### config.mk
export PLATFORM = sky130hd
export DESIGN_NAME = sound_bank_header_parser
export DESIGN_NICKNAME = d
export VERILOG_FILES = /design/src/hw/rtl/sbhp_pkg.sv /design/src/hw/rtl/sound_bank_header_parser.sv
export SDC_FILE = /design/constraint.sdc
export NUM_CORES = 1
export LEC_CHECK = 0
export BUFFER_PORTS_ARGS = -buffer_cell sky130_fd_sc_hd__buf_2
export CELL_PAD_IN_SITES_DETAIL_PLACEMENT = 1
export CELL_PAD_IN_SITES_GLOBAL_PLACEMENT = 1
export CORE_MARGIN = 2
export CORE_UTILIZATION = 53
export DETAILED_ROUTE_END_ITERATION = 8
export GPL_TIMING_DRIVEN = 0
export HOLD_SLACK_MARGIN = 0.15
export MAX_ROUTING_LAYER = met4
export PLACE_DENSITY_LB_ADDON = 0.1
export SYNTH_ARGS = -nofsm -noshare
export SYNTH_HDL_FRONTEND = slang
export SYNTH_SLANG_ARGS = --single-unit
### constraint.sdc
create_clock -name clk -period 45.9 [get_ports clk]
set_input_delay 9.18 -clock clk [delete_from_list [all_inputs] [get_ports clk]]
set_output_delay 9.18 -clock clk [all_outputs]
set_load 0.02 [all_outputs]
### src/hw/rtl/sbhp_pkg.sv
`timescale 1ns / 1ps
`default_nettype none

package sbhp_pkg;

	// One input word: a file byte and its end-of-file mark.
	typedef struct packed {
		logic [7:0] data_byte;
		logic       end_of_file;
	} in_t;

	// One result word: a parsed sample header or a status record.
	typedef struct packed {
		logic [1:0]  record_kind;
		logic [31:0] sample_number;
		logic        final_sample;
		logic [1:0]  channel_count;
		logic [31:0] rate_hz;
		logic [31:0] offset_bytes;
		logic [29:0] frame_count;
		logic [31:0] setup_checksum;
		logic [31:0] bank_mode;
	} out_t;

	localparam logic [1:0] KIND_SAMPLE    = 2'd0;
	localparam logic [1:0] KIND_EMPTY     = 2'd1;
	localparam logic [1:0] KIND_BAD_HDR   = 2'd2;
	localparam logic [1:0] KIND_TRUNCATED = 2'd3;

	localparam logic [6:0] HDR_SIZE_V0 = 7'd64;
	localparam logic [6:0] HDR_SIZE    = 7'd60;
	localparam logic [5:0] HDR_EMPTY_MIN = 6'd60;

	localparam logic [6:0] CHUNK_RATE  = 7'd2;
	localparam logic [6:0] CHUNK_SETUP = 7'd11;

	// "FSB5", one byte per position
	function automatic logic [7:0] magic_byte(input logic [1:0] idx);
		logic [7:0] m;
		unique case (idx)
			2'd0: m = 8'h46;
			2'd1: m = 8'h53;
			2'd2: m = 8'h42;
			2'd3: m = 8'h35;
			default: m = 8'h00;
		endcase
		return m;
	endfunction

	// sample rate code to Hz, 0 for unassigned codes
	function automatic logic [31:0] rate_lookup(input logic [3:0] code);
		logic [31:0] r;
		unique case (code)
			4'd1:  r = 32'd8000;
			4'd2:  r = 32'd11000;
			4'd3:  r = 32'd11025;
			4'd4:  r = 32'd16000;
			4'd5:  r = 32'd22050;
			4'd6:  r = 32'd24000;
			4'd7:  r = 32'd32000;
			4'd8:  r = 32'd44100;
			4'd9:  r = 32'd48000;
			4'd10: r = 32'd96000;
			default: r = 32'd0;
		endcase
		return r;
	endfunction

endpackage

`default_nettype wire

### src/hw/rtl/sound_bank_header_parser.sv
`timescale 1ns / 1ps
`default_nettype none

// Sound-bank header parser. Feed the bank file one byte per word on the byte
// channel, with end_of_file set on the last byte; one record word comes out
// per sample header (with its chained metadata chunks folded in), plus a
// status record for an empty bank, a bad magic or short header, or a file that
// ends inside the sample headers. The block takes one byte every clock cycle:
// each byte is handled by the parse logic between the state
// registers and the record register. A record register plus a one-word skid
// stage decouple the two sides, so bytes keep flowing while a record waits;
// the byte channel stalls only when both hold an untaken record. After the
// end-of-file byte the parser is back in its reset state for the next file.
// Bytes after the last sample header, and after a bad magic, are dropped.
module sound_bank_header_parser (
	input  wire logic          clk,
	input  wire logic          arst_n,
	input  wire logic          byte_valid,
	output logic               byte_ready,
	input  wire sbhp_pkg::in_t byte_data,
	output logic               record_valid,
	input  wire logic          record_ready,
	output sbhp_pkg::out_t     record_data
);

	// parse phases
	localparam logic [2:0] PH_HEADER    = 3'd0;
	localparam logic [2:0] PH_SAMPLE    = 3'd1;
	localparam logic [2:0] PH_CHUNKHDR  = 3'd2;
	localparam logic [2:0] PH_CHUNKBODY = 3'd3;
	localparam logic [2:0] PH_DONE      = 3'd4;
	localparam logic [2:0] PH_ERROR     = 3'd5;

	// parser state
	logic [2:0]  phase_q,   phase_n;
	logic [5:0]  pos_q,     pos_n;
	logic        vzero_q,   vzero_n;   // header version is zero
	logic [31:0] left_q,    left_n;    // sample headers still due
	logic [31:0] mode_q,    mode_n;
	logic [63:0] shift_q,   shift_n;   // last eight bytes, newest on top
	logic [23:0] rem_q,     rem_n;     // chunk body bytes left
	logic [6:0]  ckind_q,   ckind_n;
	logic        more_q,    more_n;
	logic [31:0] count_q,   count_n;   // index of current sample

	// sample under construction
	logic [31:0] p_rate_q,  p_rate_n;
	logic [27:0] p_off_q,   p_off_n;
	logic [29:0] p_frm_q,   p_frm_n;
	logic [31:0] p_crc_q,   p_crc_n;
	logic        p_ch_q,    p_ch_n;

	// output register and skid stage
	logic           out_valid_q, skid_valid_q;
	sbhp_pkg::out_t out_q, skid_q;

	logic           byte_fire, pop, res_valid, fin_sample;
	sbhp_pkg::out_t res;
	logic [31:0]    word;
	logic [6:0]     pos_inc;

	assign byte_ready   = !skid_valid_q;
	assign byte_fire    = byte_valid && byte_ready;
	assign pop          = out_valid_q && record_ready;
	assign record_valid = out_valid_q;
	assign record_data  = out_q;

	always_comb begin
		phase_n   = phase_q;
		pos_n     = pos_q;
		vzero_n   = vzero_q;
		left_n    = left_q;
		mode_n    = mode_q;
		shift_n   = shift_q;
		rem_n     = rem_q;
		ckind_n   = ckind_q;
		more_n    = more_q;
		count_n   = count_q;
		p_rate_n  = p_rate_q;
		p_off_n   = p_off_q;
		p_frm_n   = p_frm_q;
		p_crc_n   = p_crc_q;
		p_ch_n    = p_ch_q;
		res_valid = 1'b0;
		res       = '0;
		fin_sample = 1'b0;
		pos_inc   = {1'b0, pos_q} + 7'd1;

		// done and error phases freeze the shift line
		if (phase_q != PH_DONE && phase_q != PH_ERROR) begin
			shift_n = {byte_data.data_byte, shift_q[63:8]};
		end
		word = shift_n[63:32];

		unique case (phase_q)
			PH_HEADER: begin
				if (pos_q < 6'd4 &&
				    byte_data.data_byte != sbhp_pkg::magic_byte(pos_q[1:0])) begin
					phase_n   = PH_ERROR;
					res_valid = 1'b1;
					res.record_kind = sbhp_pkg::KIND_BAD_HDR;
				end else begin
					if (pos_q == 6'd7)  vzero_n = (word == 32'd0);
					if (pos_q == 6'd11) left_n  = word;
					if (pos_q == 6'd27) mode_n  = word;
					pos_n = pos_inc[5:0];
					if (pos_inc == (vzero_n ? sbhp_pkg::HDR_SIZE_V0 : sbhp_pkg::HDR_SIZE))
					begin
						pos_n = 6'd0;
						if (left_n == 32'd0) begin
							phase_n   = PH_DONE;
							res_valid = 1'b1;
							res.record_kind = sbhp_pkg::KIND_EMPTY;
							res.bank_mode   = mode_n;
						end else begin
							phase_n = PH_SAMPLE;
						end
					end
				end
			end
			PH_SAMPLE: begin
				if (pos_q == 6'd7) begin
					// 8-byte little-endian sample header
					p_rate_n = sbhp_pkg::rate_lookup(shift_n[4:1]);
					p_ch_n   = shift_n[5];
					p_off_n  = shift_n[33:6];
					p_frm_n  = shift_n[63:34];
					p_crc_n  = 32'd0;
					pos_n    = 6'd0;
					if (shift_n[0]) phase_n = PH_CHUNKHDR;
					else            fin_sample = 1'b1;
				end else begin
					pos_n = pos_inc[5:0];
				end
			end
			PH_CHUNKHDR: begin
				if (pos_q == 6'd3) begin
					more_n  = word[0];
					rem_n   = word[24:1];
					ckind_n = word[31:25];
					pos_n   = 6'd0;
					if (rem_n == 24'd0) begin
						if (more_n) phase_n = PH_CHUNKHDR;
						else        fin_sample = 1'b1;
					end else begin
						phase_n = PH_CHUNKBODY;
					end
				end else begin
					pos_n = pos_inc[5:0];
				end
			end
			PH_CHUNKBODY: begin
				// only the first body word matters
				if (pos_q < 6'd4) begin
					pos_n = pos_inc[5:0];
					if (pos_q == 6'd3) begin
						if (ckind_q == sbhp_pkg::CHUNK_SETUP)     p_crc_n  = word;
						else if (ckind_q == sbhp_pkg::CHUNK_RATE) p_rate_n = word;
					end
				end
				rem_n = rem_q - 24'd1;
				if (rem_n == 24'd0) begin
					pos_n = 6'd0;
					if (more_q) phase_n = PH_CHUNKHDR;
					else        fin_sample = 1'b1;
				end
			end
			default: begin
			end
		endcase

		if (fin_sample) begin
			res_valid = 1'b1;
			res.record_kind    = sbhp_pkg::KIND_SAMPLE;
			res.sample_number  = count_q;
			res.final_sample   = (left_q == 32'd1);
			res.channel_count  = {1'b0, p_ch_n} + 2'd1;
			res.rate_hz        = p_rate_n;
			res.offset_bytes   = {p_off_n, 4'b0000};
			res.frame_count    = p_frm_n;
			res.setup_checksum = p_crc_n;
			res.bank_mode      = mode_q;
			count_n = count_q + 32'd1;
			left_n  = left_q - 32'd1;
			phase_n = (left_n == 32'd0) ? PH_DONE : PH_SAMPLE;
			pos_n   = 6'd0;
		end

		if (byte_data.end_of_file) begin
			// end-of-file record replaces a sample record of the same byte while samples are still due
			if (phase_n == PH_HEADER) begin
				res_valid = 1'b1;
				res = '0;
				if (vzero_n && left_n == 32'd0 && pos_n >= sbhp_pkg::HDR_EMPTY_MIN) begin
					res.record_kind = sbhp_pkg::KIND_EMPTY;
					res.bank_mode   = mode_n;
				end else begin
					res.record_kind = sbhp_pkg::KIND_BAD_HDR;
				end
			end else if (phase_n == PH_SAMPLE || phase_n == PH_CHUNKHDR ||
			             phase_n == PH_CHUNKBODY) begin
				res_valid = 1'b1;
				res = '0;
				res.record_kind   = sbhp_pkg::KIND_TRUNCATED;
				res.sample_number = count_n;
				res.bank_mode     = mode_n;
			end
			phase_n = PH_HEADER;
			pos_n   = 6'd0;
			vzero_n = 1'b1;
			left_n  = 32'd0;
			mode_n  = 32'd0;
			rem_n   = 24'd0;
			ckind_n = 7'd0;
			more_n  = 1'b0;
			count_n = 32'd0;
		end
	end

	always_ff @(posedge clk or negedge arst_n) begin
		if (!arst_n) begin
			phase_q <= PH_HEADER;
			pos_q   <= 6'd0;
			vzero_q <= 1'b1;
			left_q  <= 32'd0;
			mode_q  <= 32'd0;
			rem_q   <= 24'd0;
			ckind_q <= 7'd0;
			more_q  <= 1'b0;
			count_q <= 32'd0;
		end else if (byte_fire) begin
			phase_q <= phase_n;
			pos_q   <= pos_n;
			vzero_q <= vzero_n;
			left_q  <= left_n;
			mode_q  <= mode_n;
			rem_q   <= rem_n;
			ckind_q <= ckind_n;
			more_q  <= more_n;
			count_q <= count_n;
		end
	end

	// payload registers, no reset needed: always written before use
	always_ff @(posedge clk) begin
		if (byte_fire) begin
			shift_q  <= shift_n;
			p_rate_q <= p_rate_n;
			p_off_q  <= p_off_n;
			p_frm_q  <= p_frm_n;
			p_crc_q  <= p_crc_n;
			p_ch_q   <= p_ch_n;
		end
	end

	// record register with one-word skid
	always_ff @(posedge clk or negedge arst_n) begin
		if (!arst_n) begin
			out_valid_q  <= 1'b0;
			skid_valid_q <= 1'b0;
		end else if (skid_valid_q) begin
			if (pop) begin
				skid_valid_q <= 1'b0;
			end
		end else if (byte_fire && res_valid) begin
			if (out_valid_q && !pop) begin
				skid_valid_q <= 1'b1;
			end else begin
				out_valid_q <= 1'b1;
			end
		end else if (pop) begin
			out_valid_q <= 1'b0;
		end
	end

	always_ff @(posedge clk) begin
		if (skid_valid_q) begin
			if (pop) out_q <= skid_q;
		end else if (byte_fire && res_valid) begin
			if (out_valid_q && !pop) skid_q <= res;
			else                     out_q  <= res;
		end
	end

`ifndef SYNTHESIS
	a_skid_behind_out: assert property (@(posedge clk) disable iff (!arst_n)
		skid_valid_q |-> out_valid_q)
		else $error("skid stage holds a record while the output register is empty");

	a_eof_restart: assert property (@(posedge clk) disable iff (!arst_n)
		byte_fire && byte_data.end_of_file |=> phase_q == PH_HEADER && pos_q == 6'd0)
		else $error("parser not back at file header after end of file");

	a_idle_no_record: assert property (@(posedge clk) disable iff (!arst_n)
		byte_fire && !byte_data.end_of_file &&
		(phase_q == PH_DONE || phase_q == PH_ERROR) |-> !res_valid)
		else $error("record produced from a finished or failed file");

	a_body_nonempty: assert property (@(posedge clk) disable iff (!arst_n)
		phase_q == PH_CHUNKBODY |-> rem_q != 24'd0)
		else $error("chunk body phase with no bytes left");
`endif

endmodule

`default_nettype wire

# ---- Word level (Yosys, flattened, before mapping)
# Memory sizes are Yosys's and may differ from the RTL's.
# Cells that the tools add are included.
dict set report classes {
  n_bitwise 1
  n_addsub 5
  shifts 0
  n_lt_le_gt_ge 2
  mux 113
  n_div 0
  mul 0
  eq_ne 24
  n_reduce_logical 31
}
# cell n
set ops {}
lappend ops {{195-bit 2-to-1 mux} 8}
lappend ops {{32-bit 2-to-1 mux} 27}
lappend ops {{32-bit logical NOT} 4}
lappend ops {{32-bit one-hot mux with 2 select lines} 2}
lappend ops {{64-bit 2-to-1 mux} 1}
lappend ops {{30-bit 2-to-1 mux} 2}
lappend ops {{28-bit 2-to-1 mux} 2}
lappend ops {{24-bit logical NOT} 2}
lappend ops {{24-bit 2-to-1 mux} 2}
lappend ops {{6-bit 2-to-1 mux} 8}
lappend ops {{24-bit one-hot mux with 2 select lines} 1}
lappend ops {{3-bit 2-to-1 mux} 13}
lappend ops {{1-bit 2-to-1 mux} 35}
lappend ops {{32-bit by 1-bit adder with 32-bit output (second input constant)} 1}
lappend ops {{32-bit by 1-bit == test with 1-bit output (second input constant)} 1}
lappend ops {{8-bit one-hot mux with 4 select lines} 1}
lappend ops {{32-bit by 1-bit subtractor with 32-bit output (second input constant)} 1}
lappend ops {{7-bit 2-to-1 mux} 4}
lappend ops {{6-bit one-hot mux with 4 select lines} 1}
lappend ops {{24-bit by 1-bit subtractor with 24-bit output (second input constant)} 1}
lappend ops {{3-bit AND reduction} 5}
lappend ops {{3-bit by 2-bit == test with 1-bit output (second input constant)} 4}
lappend ops {{3-bit one-hot mux with 4 select lines} 1}
lappend ops {{3-bit != test (second input constant)} 3}
lappend ops {{28 further kinds} 46}
dict set report word_totals {
  latchBits 0
  inputBits 13
  rom_bits 272
  reg_bits 717
  memories 1
  out_inout_bits 197
  ram_bits 0
}
# memory depth word_bits rd rd_ports_with_merged_regs write_ports line_no
set mem_list {}
lappend mem_list {{(no name shown)} 16 17 1 0 0 sbhp_pkg.sv:53} ;# unique case (code)

# ---- Longest topological paths before layout
# Gate-level depths: netlist of run 1.
dict set report depth {
  word_depth 22
  depth_mapped 18
  depth_no_buf 14
}

# ---- Worst setup path before layout of run 1
# Ideal clock, no wire load.
dict set report synth_timing {
  path_type {input to register}
  startpoint {in byte_data[6] (netlist bit)}
  endpoint {reg skid_q[0] (netlist bit), enable pin}
  t_required_ps 44924
  slack_ps 21039
  stages 9
  arrival_ps 23886
  path_cell_list {or4_1 nor4_1 a31oi_1 or3_1 a221oi_1 nand2_1 nand3_1 o21ai_1 nor3_1}
}
dict set report synth_between {
  elab_chain_len 19
}
# element line_no
set synth_rtl {}
lappend synth_rtl {{start: declaration} sound_bank_header_parser.sv:20} ;# input wire sbhp_pkg::in_t byte_data,
lappend synth_rtl {{64-bit 2-to-1 mux} sound_bank_header_parser.sv:90} ;# if (phase_q != PH_DONE && phase_q != PH_ERROR) begin
lappend synth_rtl {{32-bit logical NOT} sound_bank_header_parser.sv:103} ;# if (pos_q == 6'd7) vzero_n = (word == 32'd0);
lappend synth_rtl {{1-bit 2-to-1 mux} sound_bank_header_parser.sv:103}
lappend synth_rtl {{1-bit 2-to-1 mux} sound_bank_header_parser.sv:97} ;# if (pos_q < 6'd4 &&
lappend synth_rtl {{1-bit 2-to-1 mux} sound_bank_header_parser.sv:95} ;# unique case (phase_q)
lappend synth_rtl {{7-bit 2-to-1 mux} sound_bank_header_parser.sv:107} ;# if (pos_inc == (vzero_n ? sbhp_pkg::HDR_SIZE_V0 : sbhp_pkg::HDR_SIZE))
lappend synth_rtl {{7-bit == test} sound_bank_header_parser.sv:107}
lappend synth_rtl {{3-bit 2-to-1 mux} sound_bank_header_parser.sv:107}
lappend synth_rtl {{[... 2 more ...]} --}
lappend synth_rtl {{3-bit 2-to-1 mux} sound_bank_header_parser.sv:172} ;# if (fin_sample) begin
lappend synth_rtl {{3-bit by 1-bit == test with 1-bit output / 3-bit by 2-bit == test with 1-bit output (equally long branches)} sound_bank_header_parser.sv:200} ;# end else if (phase_n == PH_SAMPLE || phase_n == PH_CHUNKHDR ||
lappend synth_rtl {{1-bit logical OR (2 in a row)} sound_bank_header_parser.sv:200}
lappend synth_rtl {{1-bit 2-to-1 mux} sound_bank_header_parser.sv:200}
lappend synth_rtl {{1-bit 2-to-1 mux} sound_bank_header_parser.sv:191} ;# if (phase_n == PH_HEADER) begin
lappend synth_rtl {{1-bit 2-to-1 mux (*)} sound_bank_header_parser.sv:189} ;# if (byte_data.end_of_file) begin
lappend synth_rtl {{1-bit logical AND (*)} sound_bank_header_parser.sv:279} ;# end else if (byte_fire && res_valid) begin
lappend synth_rtl {{3-bit AND reduction (no line) (*)} --}
lappend synth_rtl {{end signal: assignment} sound_bank_header_parser.sv:280} ;# if (out_valid_q && !pop) skid_q <= res;
lappend synth_rtl {{end: declaration} sound_bank_header_parser.sv:55} ;# sbhp_pkg::out_t out_q, skid_q;
# Mark *: on every way between the ends. The rest lies on a longest branch, timed or not. The select of a mux whose other input is x is not followed.
# A chain may end at the register's enable or synchronous reset.

# ---- Worst setup path in the final report of run 1
dict set report layout_timing {
  startpoint {in byte_data[7] (netlist bit)}
  endpoint {reg skid_q[98] (netlist bit), enable pin}
}
# The elaborated chain is that of the path after synthesis.

==> results of run 1 <==
layer usage:
| metal | routed length [um] | up-vias | part of all wire, % | global-route usage (%) |
|---|---|---|---|---|
| li1 | - | 11639 | - | - |
| met1 | 49800 | 14268 | 36 | 49.8 |
| met2 | 64500 | 1936 | 47 | 66.9 |
| met3 | 12400 | 604 | 9.1 | 9.11 |
| met4 | 9910 | 0 | 7.3 | 25.0 |
| met5 | 0 | - | 0 | - |
layout make-up:
type	count	area [um2]
antenna	6	15.0
buffer	205	867
clock buffer	103	2070
clock inverter	37	474
fill	6505	23900
inverter	82	308
multi-input combinational	1963	12300
sequential	708	20600
tap	846	1060
timing repair buffer	251	1680
kinds of logic (layout without fill, tap and decap cells):
group | Yosys count | after routing | synth area share [%]
xor+xnor | 15 | 15 | 0.387
flops | 708 | 708 | 60.6
buf+inv | 287 | 678 | 3.46
mux | 232 | 232 | 7.52
simple gates | 1031 | 1031 | 15.4
other cells | 1 | 10 | 0.0111
fa+ha+maj | 17 | 17 | 0.627
compound gates | 664 | 664 | 12.0
per-stage QoR:
step / util, % / worst slack [ns] / hold slack, ns
detailed placement: 58.2 / 31.39 / 0.476
global route: 62.2 / 31.63 / 0.526
global placement: 57.0 / 13.08 / 0.462
CTS: 62.2 / 32.01 / 0.489
floorplan: - / 21.04 / 0.449
finish: 62.2 / 31.85 / 0.492
state kept, by name, indices dropped and copies added, names as in the netlist:
register      flops
record_data     191
vzero_q           1
p_ch_q            1
p_off_q          28
ckind_q           7
skid_q          191
pos_q             6
p_crc_q          32
phase_q           3
p_rate_q         32
record_valid      1
skid_valid_q      1
mode_q           32
left_q           32
count_q          32
shift_q          63
p_frm_q          30
more_q            1
rem_q            24
cell usage in the layout, fill, tap and decap left out, types with 37 or more instances in the layout:
cell and instances:
sky130_fd_sc_hd__clkbuf_1 186, sky130_fd_sc_hd__and2_1 126, sky130_fd_sc_hd__clkbuf_16 77, sky130_fd_sc_hd__nor3_1 78
sky130_fd_sc_hd__and3_1 86, sky130_fd_sc_hd__nand2_1 372, sky130_fd_sc_hd__nand3_1 45, sky130_fd_sc_hd__dfrtp_1 139
sky130_fd_sc_hd__buf_6 37, sky130_fd_sc_hd__nor2_1 150, sky130_fd_sc_hd__mux2_2 182, sky130_fd_sc_hd__inv_1 79
sky130_fd_sc_hd__edfxtp_1 568, sky130_fd_sc_hd__buf_2 228, sky130_fd_sc_hd__a21oi_1 129, sky130_fd_sc_hd__o21ai_0 267
worst min-delay path, cell delays in order, from the launching register on:
cell and delay [ns]:
sky130_fd_sc_hd__dfrtp_1 0.34, sky130_fd_sc_hd__nand2_1 0.05, sky130_fd_sc_hd__o21ai_0 0.06
path summary, 6_finish.rpt:
check                        startpoint     endpoint  slack [ns]  depth (start not counted)
max                        byte_data[7]   skid_q[98]       31.85                         17
min                          ckind_q[1]   ckind_q[1]        0.49                          2
max reg2reg                    rem_q[0]   skid_q[98]       38.83                         20
min reg2reg                  ckind_q[1]   ckind_q[1]        0.49                          2
max in group asynchronous        arst_n    rem_q[11]       36.52                          2
min in group asynchronous        arst_n  count_q[10]        8.50                          1
where the power goes:
part           total [uW]  internal, uW  switching [uW]
Combinational         773           212             561
Sequential            939           869            70.0
Clock                 645           362             283
Total                2360          1440             914
==> impl_table.tex, run 1 <==
\begin{tabular}{lr}
\hline
Metric & Value \\
\hline
\multicolumn{2}{l}{\textbf{Worst setup path}} \\
Cell seen most often among critical-path stages & sky130\_fd\_sc\_hd\_\_buf\_6 \\
Bufs and invs on worst path & 7 \\
Critical path, cell by cell & buf\_2 > nand4bb\_1 > a2111oi\_0 > a21oi\_1 > nand2\_1 > nand2\_1 > a21oi\_1 > nand2\_2 > nor2\_2 > o21ai\_1 > nor3\_2 > buf\_6 > buf\_8 > buf\_6 > buf\_6 > buf\_6 > buf\_6 \\
Max Fanout on Critical Path & 14 \\
Worst setup path category & input pin to flop \\
Delay-heaviest family, CP & simple AND/OR/NAND/NOR gates \\
Data arrival time of the worst path & 14.41 ns \\
Required arrival time at the worst endpoint & 46.26 ns \\
Crit end category & flop \\
CP max stage cell & sky130\_fd\_sc\_hd\_\_nor3\_2 \\
Startpoint Class & input pin \\
Largest stage delay on the critical path & 0.83 ns \\
\multicolumn{2}{l}{\textbf{Clocking}} \\
Maximum root-to-sink buffer count & 3 \\
Number of sinks driven by the clock tree & 708 \\
Insertion delay of the later-clocked pin in the worst-skew pair & 0.66 ns \\
Number of buffers created by CTS & 76 \\
Clock-pin slew on the worst setup and hold paths & 0.06 ns \\
Post-CTS Repair Setup Buffers & 0 \\
Resized cells post-CTS & 0 \\
Root buffer selected by CTS & sky130\_fd\_sc\_hd\_\_clkbuf\_16 \\
Quantity of hold-fixing buffers added after cts & 0 \\
H-tree depth reported by CTS & 3 \\
CTS tree & yes \\
\multicolumn{2}{l}{\textbf{Place}} \\
Placer Congestion & 0.975 \\
Post-Place Cell Area & 0.0368 mm2 \\
IO Port Bufs & 205 \\
Detailed Place HPWL & 93,200 um \\
Placed cells & 4,055 \\
\multicolumn{2}{l}{\textbf{Global routing}} \\
Wire length of the first global-routing pass & 200,000 um \\
Maximum number of pins on one net before global-route repair & 82 \\
Number of antenna violations at the first check in global routing & 7 \\
Sum of overflow across all layers after global routing & 0 \\
Via count of the first global-routing pass & 29.5k \\
Overall Global Routing Usage & 42.2\% \\
\multicolumn{2}{l}{\textbf{Drt}} \\
Remaining number of nets flagged by the antenna check after routing & 0 \\
First-pass detailed-route iteration total & 5 \\
DRT iter0 DRCs & 3,838 \\
Vias per std cell & 6.77 \\
Detailed-route via count & 28.4k \\
WL per Instance & 32.5 um \\
Final routed wirelength across all metal layers & 137,000 um \\
Final routed DRC violation total & 0 \\
\multicolumn{2}{l}{\textbf{Power and ir drop}} \\
Lkg Pwr & 0.0154 uW \\
Overall power of the completed layout & 2360 uW \\
Cell area power density & 59.9 mW/mm2 \\
VDD IR max & 0.0297 mV \\
\multicolumn{2}{l}{\textbf{STA}} \\
Fin Setup TNS & 0 ns \\
Unrepaired setup endpoints after global routing & no \\
Post-layout minimum cycle time & 14.05 ns \\
Fin. max-slew vios & 35 \\
Worst slew slack as a fraction of its limit & -9.07\% \\
Final setup violating endpoints & 0 \\
Final critical-path share of the clock period & 30.6\% \\
Highest achievable clock rate & 71.2 MHz \\
Total count of hold-check failures in the final report & 0 \\
Slew at the pin closest to its max-slew limit & 1.59 ns \\
Setup skew after layout & 0.0407 ns \\
\multicolumn{2}{l}{\textbf{Synth}} \\
Total number of yosys warnings & 0 \\
Post-Synthesis Cells & 2,955 \\
Count of cell types in the netlist & 88 \\
Synthesis-stage register bit count & 708 \\
Top cell type by total area after synthesis & sky130\_fd\_sc\_hd\_\_edfxtp\_1 \\
Main area contributors after synthesis & sky130\_fd\_sc\_hd\_\_edfxtp\_1, sky130\_fd\_sc\_hd\_\_dfrtp\_1, sky130\_fd\_sc\_hd\_\_mux2\_2 \\
Async set-reset flop share out of synthesis & 19.8\% \\
EDFF count, synth & 568 \\
Dominant cell by count in the synthesized netlist & sky130\_fd\_sc\_hd\_\_edfxtp\_1 \\
Average instance area after synthesis & 11.5 um2 \\
Ys flop type & sky130\_fd\_sc\_hd\_\_edfxtp\_1 \\
Most used standard cells in the synthesized netlist & sky130\_fd\_sc\_hd\_\_edfxtp\_1, sky130\_fd\_sc\_hd\_\_nand2\_1, sky130\_fd\_sc\_hd\_\_o21ai\_0 \\
Share of Yosys cell area claimed by the top area cell type & 50.3\% \\
Sequential-to-total area share from yosys stat & 60.6\% \\
Netlist Area Pre-Place & 0.0339 mm2 \\
\multicolumn{2}{l}{\textbf{Finish}} \\
Proportion of layout cells with a drive suffix above 1 & 18.7\% \\
Summed area of non-filler cells in the final layout & 0.0393 mm2 \\
Synthesis-to-layout area growth & 16.0\% \\
Final instance count without filler cells & 4,201 \\
Count of nets after finishing & 3,317 \\
\multicolumn{2}{l}{\textbf{Floorplanning}} \\
DIE HEIGHT & 257 um \\
Die area & 0.0660 mm2 \\
Placement Rows & 92 \\
Effective utilization at floorplan & 53.7\% \\
I/O pin count & 210 \\
Die Width & 257 um \\
Area of the placeable core & 0.0632 mm2 \\
\multicolumn{2}{l}{\textbf{Job}} \\
Max\_cap viols & 6 \\
\multicolumn{2}{l}{\textbf{Outcome}} \\
Run status & finished, violations left \\
Violated checks & capacitance limit, slew limit \\
\multicolumn{2}{l}{\textbf{Min path}} \\
Kind of path behind the tightest hold check & flop to flop \\
\hline
\end{tabular}
Note: power is estimated with default switching activity, not from simulation.
==> run 2: changes to the inputs <==
CORE_UTILIZATION = 45   (was 53)
clock period = 11.7 ns   (was 45.9 ns; I/O delays follow)
==> run 2 against run 1 <==
The run still ends with capacitance limit, slew limit left. Final area increased by 1.0%. Cell count is 3.0% higher. Worst hold slack got worse by 0.0046 ns. Largest cell class unchanged. Highest routed layer unchanged. Routed wire length is 8.0% lower. Largest power group unchanged. Non-clock buffer count down 4. Via count fell by 6.7%. Worst setup slack worse by 27 ns. Clock power rose to 4.0 times the previous value. Total power increased to 3.9 times the previous value. Combinational power grew to 3.8 times the previous value. Sequential cell count unchanged.
==> impl_table.tex, run 2 (synthesis gave the netlist of run 1 again) <==
\begin{tabular}{lr}
\hline
Metric & Value \\
\hline
\multicolumn{2}{l}{\textbf{STA}} \\
Setup skew after layout & 0.0467 ns (+0.00598 ns) \\
Setup WS post-layout & 4.37 ns (-27.48 ns) \\
Worst slew slack as a fraction of its limit & -3.43\% (+5.6 points) \\
Total count of hold-check failures in the final report & 0 (unchanged) \\
Highest achievable clock rate & 136 MHz \\
Fin. max-slew vios & 8 (-77\%) \\
Final setup violating endpoints & 0 (unchanged) \\
Final critical-path share of the clock period & 62.7\% \\
Unrepaired setup endpoints after global routing & no \\
Post-layout minimum cycle time & 7.33 ns \\
Worst Hold Slack & 0.488 ns (-0.00459 ns) \\
Slew at the pin closest to its max-slew limit & 1.51 ns (-0.0822 ns) \\
\multicolumn{2}{l}{\textbf{Finish}} \\
Fill cells & 7,888 (+21\%) \\
Area taken by flip-flops and latches & 0.0206 mm2 (unchanged) \\
Proportion of layout cells with a drive suffix above 1 & 18.7\% (about the same) \\
Synthesis-to-layout area growth & 17.2\% \\
Final instance count without filler cells & 4,327 (+3.0\%) \\
Summed area of non-filler cells in the final layout & 0.0397 mm2 (+1.0\%) \\
Multi-input gate area in the final layout & 0.0123 mm2 (about the same) \\
Leading cell type in the layout, fill and taps excluded & sky130\_fd\_sc\_hd\_\_edfxtp\_1 \\
Count of nets after finishing & 3,318 (+0.030\%) \\
Top library cells by usage in the layout, fill and taps aside & sky130\_fd\_sc\_hd\_\_edfxtp\_1, sky130\_fd\_sc\_hd\_\_nand2\_1, sky130\_fd\_sc\_hd\_\_o21ai\_0 \\
\multicolumn{2}{l}{\textbf{Clocking}} \\
Post-CTS Repair Setup Buffers & 0 (unchanged) \\
Quantity of hold-fixing buffers added after cts & 0 (unchanged) \\
H-tree depth reported by CTS & 3 (unchanged) \\
Clock-pin slew on the worst setup and hold paths & 0.06 ns (about the same) \\
CTS tree & yes \\
Number of sinks driven by the clock tree & 708 (unchanged) \\
Insertion delay of the later-clocked pin in the worst-skew pair & 0.66 ns (about the same) \\
Root buffer selected by CTS & sky130\_fd\_sc\_hd\_\_clkbuf\_16 \\
Maximum root-to-sink buffer count & 3 (unchanged) \\
Number of buffers created by CTS & 81 (+6.6\%) \\
Resized cells post-CTS & 0 (unchanged) \\
\multicolumn{2}{l}{\textbf{Worst setup path}} \\
Required arrival time at the worst endpoint & 12.06 ns (-34.20 ns) \\
Worst setup path category & input pin to flop \\
Cell seen most often among critical-path stages & sky130\_fd\_sc\_hd\_\_buf\_12 \\
Critical register-to-register path endpoint & record\_data[160] \\
Startpoint Class & input pin \\
Data arrival time of the worst path & 7.69 ns (-6.72 ns) \\
CP max stage cell & sky130\_fd\_sc\_hd\_\_mux2i\_1 \\
Critical path, cell by cell & buf\_2 > mux2i\_1 > inv\_1 > nor4\_1 > a21oi\_1 > a221oi\_1 > a21oi\_1 > nand2\_2 > nor2\_2 > o21ai\_1 > a2bb2oi\_4 > buf\_12 > buf\_12 > buf\_12 > buf\_12 \\
Max Fanout on Critical Path & 34 (+20) \\
Cells on worst reg2reg path & 16 (-20\%) \\
Largest stage delay on the critical path & 1.10 ns (+0.27 ns) \\
Setup slack, reg-to-reg & 4.81 ns (-34.02 ns) \\
Crit end category & flop \\
Delay-heaviest family, CP & compound AO/OA/AOI/OAI gates \\
Bufs and invs on worst path & 6 (-1) \\
Origin of the critical flop-to-flop path & phase\_q[1] \\
\multicolumn{2}{l}{\textbf{Drt}} \\
First-pass detailed-route iteration total & 6 (+1) \\
Final routed DRC violation total & 0 (unchanged) \\
DRT iter0 DRCs & 2,459 (-36\%) \\
WL per Instance & 29.0 um (-11\%) \\
Vias per std cell & 6.13 (-9.5\%) \\
Remaining number of nets flagged by the antenna check after routing & 0 (unchanged) \\
Detailed-route via count & 26.5k (-6.7\%) \\
Final routed wirelength across all metal layers & 126,000 um (-8.0\%) \\
\multicolumn{2}{l}{\textbf{Place}} \\
Worst slack after detailed placement & 3.92 ns (-27.48 ns) \\
Placer Congestion & 0.996 (+2.1\%) \\
Post-Place Cell Area & 0.0370 mm2 (+0.71\%) \\
IO Port Bufs & 205 (unchanged) \\
Detailed Place HPWL & 91,300 um (-2.0\%) \\
Placed cells & 4,174 (+2.9\%) \\
\multicolumn{2}{l}{\textbf{Floorplanning}} \\
Die Width & 279 um (+8.4\%) \\
Area of the placeable core & 0.0746 mm2 (+18\%) \\
Placement Rows & 100 (+8.7\%) \\
Effective utilization at floorplan & 45.5\% (-8.2 points) \\
Die area & 0.0776 mm2 (+17\%) \\
I/O pin count & 210 (unchanged) \\
DIE HEIGHT & 279 um (+8.4\%) \\
\multicolumn{2}{l}{\textbf{Job}} \\
Max\_cap viols & 3 (-3) \\
\multicolumn{2}{l}{\textbf{Global routing}} \\
Number of antenna violations at the first check in global routing & 7 (unchanged) \\
Wire length of the first global-routing pass & 186,000 um (-6.9\%) \\
Via count of the first global-routing pass & 27.5k (-6.6\%) \\
Maximum number of pins on one net before global-route repair & 84 (+2.4\%) \\
Sum of overflow across all layers after global routing & 0 (unchanged) \\
Overall Global Routing Usage & 33.2\% (-9.0 points) \\
\multicolumn{2}{l}{\textbf{Outcome}} \\
Run status & finished, violations left \\
Violated checks & capacitance limit, slew limit \\
\multicolumn{2}{l}{\textbf{Min path}} \\
Worst hold endpoint & ckind\_q[4] \\
Number of cells traversed by the worst hold path & 2 (unchanged) \\
Critical hold path startpoint & ckind\_q[4] \\
Kind of path behind the tightest hold check & flop to flop \\
\multicolumn{2}{l}{\textbf{Power and ir drop}} \\
Lkg Pwr & 0.0155 uW (+0.54\%) \\
VDD IR max & 0.145 mV (+390\%) \\
Cell area power density & 230 mW/mm2 (+280\%) \\
\hline
\end{tabular}
run 2: changes by cell type in the layout (fill, tap and decap cells not counted), moves of 2 or more:
cell	previous run	this run
sky130_fd_sc_hd__buf_6	37	21
sky130_fd_sc_hd__clkinv_1	11	21
sky130_fd_sc_hd__buf_16	2	9
sky130_fd_sc_hd__clkbuf_1	186	180
sky130_fd_sc_hd__buf_8	4	9
sky130_fd_sc_hd__clkinvlp_4	0	5
sky130_fd_sc_hd__clkbuf_16	77	81
sky130_fd_sc_hd__clkbuf_8	5	1
sky130_fd_sc_hd__diode_2	6	3
sky130_fd_sc_hd__bufinv_16	7	9
run 2: per-layer routing:
| layer | global-route usage [%] | vias to the layer above | wire (um) |
|---|---|---|---|
| li1 | - | 11646 | - |
| met1 | 43.1 | 13680 | 52700 |
| met2 | 54.0 | 981 | 61000 |
| met3 | 4.45 | 224 | 7500 |
| met4 | 11.2 | 0 | 4440 |
| met5 | - | - | 0 |
run 2: tightest hold or removal path: cells and delay by family, from the launching register on:
family / cells / cell delay, ns
simple gates: 1 / 0.05
flops: 1 / 0.34
compound gates: 1 / 0.06
run 2: per-stage QoR:
stage | setup TNS (ns) | power [uW] | util [%]
after floorplan | 0 | 5250 | -
after global placement | -735.42 | 6420 | 48.5
after detailed placement | 0 | 6570 | 49.6
after CTS | 0 | 9170 | 53.3
after global routing | 0 | 9460 | 53.3
final | 0 | 9150 | 53.3
run 2: power breakdown:
group          switching (uW)  internal [uW]  leakage [uW]
combinational            2090            842       0.00709
sequential                228           3410       0.00709
clock                    1100           1500       0.00130
total                    3410           5740        0.0155
run 2: final cells by class:
type	instances	share of cell area (%)
sequential	708	51.7
multi-input combinational	1963	30.9
clock buffer	97	5.28
timing repair buffer	247	4.48
tap	969	3.05
buffer	205	2.18
clock inverter	53	1.55
inverter	82	0.775
antenna	3	0.0189
run 2: worst max-delay path by stage:
| stage | startpoint | end | slack (ns) | cells after the start |
|---|---|---|---|---|
| after floorplan | byte_data[6] | record_data[0] | 1.83 | 9 |
| after global placement | byte_data[8] | skid_q[160] | -1.47 | 9 |
| after detailed placement | byte_data[2] | record_data[160] | 3.92 | 15 |
| after CTS | byte_data[2] | record_data[160] | 4.59 | 15 |
| after global routing | byte_data[2] | record_data[160] | 4.29 | 15 |
| final | byte_data[2] | record_data[160] | 4.37 | 15 |
